<file path="src/sv/cdg_ram.sv">
`default_nettype none
module cdg_ram #(
  parameter int Depth = 1024,
  parameter int Width = 4
) (
  input  wire logic                     clk,
  input  wire logic                     we,
  input  wire logic [$clog2(Depth)-1:0] waddr,
  input  wire logic [Width-1:0]         wdata,
  input  wire logic [$clog2(Depth)-1:0] raddr,
  output logic      [Width-1:0]         rdata
);

  logic [Width-1:0] mem [Depth];

  always_ff @(posedge clk) begin
    if (we) begin
      mem[waddr] <= wdata;
    end
  end

  always_ff @(posedge clk) begin
    rdata <= mem[raddr];
  end

endmodule
`default_nettype wire
</file>
<file path="config.mk">
export PLATFORM = sky130hd
export DESIGN_NAME = cdg_ram
export DESIGN_NICKNAME = d
export VERILOG_FILES = /design/src/sv/cdg_ram.sv
export SDC_FILE = /design/constraint.sdc
export NUM_CORES = 2
export LEC_CHECK = 0
export BUFFER_PORTS_ARGS = -buffer_cell sky130_fd_sc_hd__buf_4
export CAP_MARGIN = 40
export CORE_ASPECT_RATIO = 0.75
export CORE_MARGIN = 2
export CORE_UTILIZATION = 40
export CTS_BUF_LIST = sky130_fd_sc_hd__clkbuf_4
export DETAILED_ROUTE_END_ITERATION = 10
export PLACE_DENSITY_LB_ADDON = 0.15
export SETUP_SLACK_MARGIN = 0.1
export SLEW_MARGIN = 0
export SYNTH_ARGS = -nofsm -noshare
export SYNTH_HDL_FRONTEND = slang
export SYNTH_SLANG_ARGS = --single-unit
</file>
<file path="constraint.sdc">
create_clock -name clk -period 3.9 [get_ports clk]
set_input_delay 0 -clock clk [delete_from_list [all_inputs] [get_ports clk]]
set_output_delay 0 -clock clk [all_outputs]
set_load 0.02 [all_outputs]
</file>
# Word-level counts from Yosys, hierarchy flattened

Memory sizes are Yosys's and may differ from the RTL's. A register that Yosys moved wholly into a read port is not among the register bits.
Cells that the tools add are included.

Muxes and demuxes: 2

Operators by type and width:

| operator         | count |
|---|---|
| 1-bit 2-to-1 mux | 2 |

Flip-flop bits (word level): 0
Memory bits (writable): 4096
Output and inout port bits: 4
Memories kept: 1

Memory list:

| memory | words | width | rd ports | clocked after Yosys merged registers in | write ports | RTL line | RTL |
|---|---|---|---|---|---|---|---|
| mem    | 1024  | 4     | 1        | 1                                       | 1           | 14       | `logic [Width-1:0] mem [Depth];` |

# Logic depth before layout (Yosys ltp)

Depth in word-level cells: 2
Depth in mapped cells: 17
Depth with buffers taken out: 8

# Worst setup path after synthesis

Ideal clock, no wire load.

Path kind: reg-to-reg
Start: memory mem[3][1]
End: register rdata[1], read port of mem
Arrival: 2.468 ns
Data required time: 3.774 ns
Setup slack: 1.306 ns
Stages on the path, launching flop included: 8
Path buffers: 0
Clock period less this slack: 2.594 ns
Cells stage by stage: edfxtp_1 > mux4_2 > mux4_2 > and2_0 > or4_1 > and3_1 > o41ai_2 > nand3_1

RTL lines:

| element         | RTL line | RTL |
|---|---|---|
| start, declared | 14       |  |
| end, declared   | 11       | `output logic [Width-1:0] rdata` |

==> results.sh <==
export IMPL_synth_cells=8290
export IMPL_critPathMaxFanout=14
export IMPL_grt_max_degree=196
export IMPL_fin_crit_ns=3.83
export IMPL_placement_io_buffers=29
export IMPL_synth_top_flop_cell="edfxtp_1"
export IMPL_wirelength_mm=513
export IMPL_p_per_area_mw_per_mm2=475
export IMPL_cts_tree="yes"
export IMPL_rows=202
export IMPL_synth_top_cell_by_area="edfxtp_1"
export IMPL_grt_pass1_wl_mm=712
export IMPL_drtPass1Iterations=8
export IMPL_synth_distinct_cells=76
export IMPL_synth_seq_cells=4100
export IMPL_period_share=0.982
export IMPL_cts_buffers=956
export IMPL_status="finished, final reports clean"
export IMPL_cp_arrival_ns=5.44
export IMPL_relSlewSlack=0.244
export IMPL_ant_nets=0
export IMPL_fin_ws_ns=0.0697
export IMPL_numPlacedInstances=13700
export IMPL_core_mm2=0.404
export IMPL_p_leak_nw=58.3
export IMPL_chipHeight_um=555
export IMPL_synth_compound_area_frac=0.0296
export IMPL_grtUsageMet1=0.372
export IMPL_path_delay_family="buffers and inverters"
export IMPL_synth_top_family_by_area="multiplexers"
export IMPL_slowest_stage="dlygate4sd3_1"
export IMPL_die_area_mm2=0.410
export IMPL_required_ns=5.51
export IMPL_cts_htree_levels=6
export IMPL_clock_sinks=4100
export IMPL_startpoint_type="input pin"
export IMPL_synth_area_top_cells="edfxtp_1, mux4_2, mux2i_1"
export IMPL_worst_pin_slew_ns=1.13
export IMPL_use_met3=0.0596
export IMPL_synth_fp_nets=8316
export IMPL_critPathKind="input pin to register"
export IMPL_finClkSkew_ns=0.154
export IMPL_slew_viol_final=0
export IMPL_grt_overflow_total=0
export IMPL_nets=9321
export IMPL_synth_top_area_share=0.759
export IMPL_fillers=34600
export IMPL_gp_congestion=0.838
export IMPL_io_pins=30
export IMPL_slowest_delay_ns=1.16
export IMPL_area_growth_pct=13.9
export IMPL_syn_avg_cell_area_um2=19.6
export IMPL_avgViaCountPerCell=5.87
export IMPL_synth_fa_ha_area_frac=0
export IMPL_root_buffer="clkbuf_4"
export IMPL_synth_edf_count=4096
export IMPL_stdcell_count=15500
export IMPL_route_vias_total=90800
export IMPL_cp_end_kind="register"
export IMPL_timing_fmax_mhz=261
export IMPL_drt_iter0_drc=12700
export IMPL_drive_gt1_frac=0.295
export IMPL_antenna_found_initial=58
export IMPL_avgRoutedWirePerCell_um=33.2
export IMPL_setup_tns_ns=0
export IMPL_clk_latency_ns=1.73
export IMPL_drc_errors=0
export IMPL_synth_most_common_cell="edfxtp_1"
export IMPL_grtUsageMet2=0.354
export IMPL_die_width_um=739
export IMPL_grt_usage=0.246
export IMPL_ys_warn_count=0
export IMPL_vdd_drop_max_v=0.000275
export IMPL_grt_pass1_vias=90100
export IMPL_hpwlAfterDp_mm=317
export IMPL_syn_cell_area_mm2=0.162
export IMPL_synth_simple_gate_area_frac=0.0399
export IMPL_setup_violations=0
export IMPL_cap_viol_max_count=0
export IMPL_clockBufferDepth=4
export IMPL_hold_path_class="input pin to register"
export IMPL_synth_xor_area_share=0
export IMPL_async_flop_share=0
export IMPL_top_usage_layer="met1"
export IMPL_initial_core_util=0.402
export IMPL_cp_cell_sequence="dlygate4sd3_1, buf_4, dlygate4sd3_1, buf_4, and3b_1, nand2_1, nor3_1, nor4_1, nand4_1, o41ai_1, buf_4, nand3_1, dlygate4sd3_1, nand4_1"
export IMPL_clkSlewWorstSetupHoldPaths_ns=0.07
export IMPL_hold_viol=0
export IMPL_post_place_ws_ns=-0.239
export IMPL_cp_num_buf_inv=6
export IMPL_synthMuxAreaShare=0.152
export IMPL_ys_seq_area_frac=0.759
export IMPL_rsz0062_at_grt="no"
export IMPL_ys_top_cells_by_count="edfxtp_1, nor2_1, mux4_2"
report_power, final:
part / internal (mW) / total, mW / switching [mW]
logic: 1.76 / 5.16 / 3.39
registers: 48.5 / 48.5 / 0.0316
clock network: 16.6 / 34.1 / 17.6
per-stage QoR:
stage	hold WS (ns)	cell area (um2)	util	power (mW)
6_report	0.179	185000	0.458	87.8
5_1_grt	0.0907	185000	0.457	90.8
4_1_cts	0.00418	185000	0.457	88.5
3_5_place_dp	0.487	172000	0.425	54.5
3_3_place_gp	0.493	172000	0.425	54.4
2_1_floorplan	0.0989	162000	-	51.8
layer usage:
metal | share of wire | up-vias | routed length (um)
li1 | - | 36700 | -
met1 | 0.43 | 48100 | 222000
met2 | 0.43 | 5283 | 222000
met3 | 0.11 | 772 | 55800
met4 | 0.026 | 10 | 13500
met5 | 0.00012 | - | 61
tightest hold or removal path: cells and delay by family:
kind	cells	cell delay, ns
buffers and inverters	4	1.09
and+or+nand+nor	4	0.46
AOI/OAI and AO/OA	2	0.27
logic make-up (layout without fill, tap and decap cells):
kind of cell / count (synthesis) / in the layout
AOI/OAI and AO/OA: 674 / 674
buffers and inverters: 597 / 2348
DFF: 4100 / 4100
muxes: 1359 / 1359
other: 0 / 18
and+or+nand+nor: 1560 / 1560
final timing paths:
check	start	end	slack [ns]	cells after the start
setup / recovery	raddr[7]	rdata[0]	0.07	14
hold / removal	raddr[7]	rdata[1]	0.18	10
setup reg to reg	mem[922][2]	rdata[2]	0.24	9
hold reg to reg	mem[364][1]	rdata[1]	1.22	7
registers in the layout (all words and copies together), names as in the netlist:
register,flops
mem,4096
rdata,4
timing repair:
action | CTS | global route
buffers inserted | 0 | 0
resized for setup | 0 | 5
hold buffers | 89 | 0
endpoints found under the hold margin | 8196 | 0
setup endpoints to repair | 0 | 7
layout by cell type (no fill, tap or decap), drive strengths merged, types with 62 or more instances in the layout:
| master | netlist | layout |
|---|---|---|
| edfxtp | 4096 | 4096 |
| clkbuf | 300 | 1357 |
| nor2 | 1103 | 1103 |
| mux4 | 875 | 875 |
| buf | 291 | 553 |
| mux2i | 461 | 461 |
| clkinv | 1 | 301 |
| o221ai | 168 | 168 |
| nand2 | 166 | 166 |
| a21oi | 129 | 129 |
| nor3 | 100 | 100 |
| o22ai | 89 | 89 |
| dlygate4sd3 | 0 | 83 |
| a22oi | 80 | 80 |
| o21ai | 68 | 68 |
| nand3 | 62 | 62 |
layout make-up:
cell class	count	area [um2]	share of cell area
antenna	18	45.0	0.000244
multi-input combinational	3593	36300	0.197
tap	5406	6760	0.0366
clock inverter	348	1720	0.00930
clock buffer	1356	10200	0.0551
sequential	4100	123000	0.666
inverter	6	38.8	0.000210
timing repair buffer	638	6560	0.0355
Note: power is estimated with default switching activity, not from simulation.
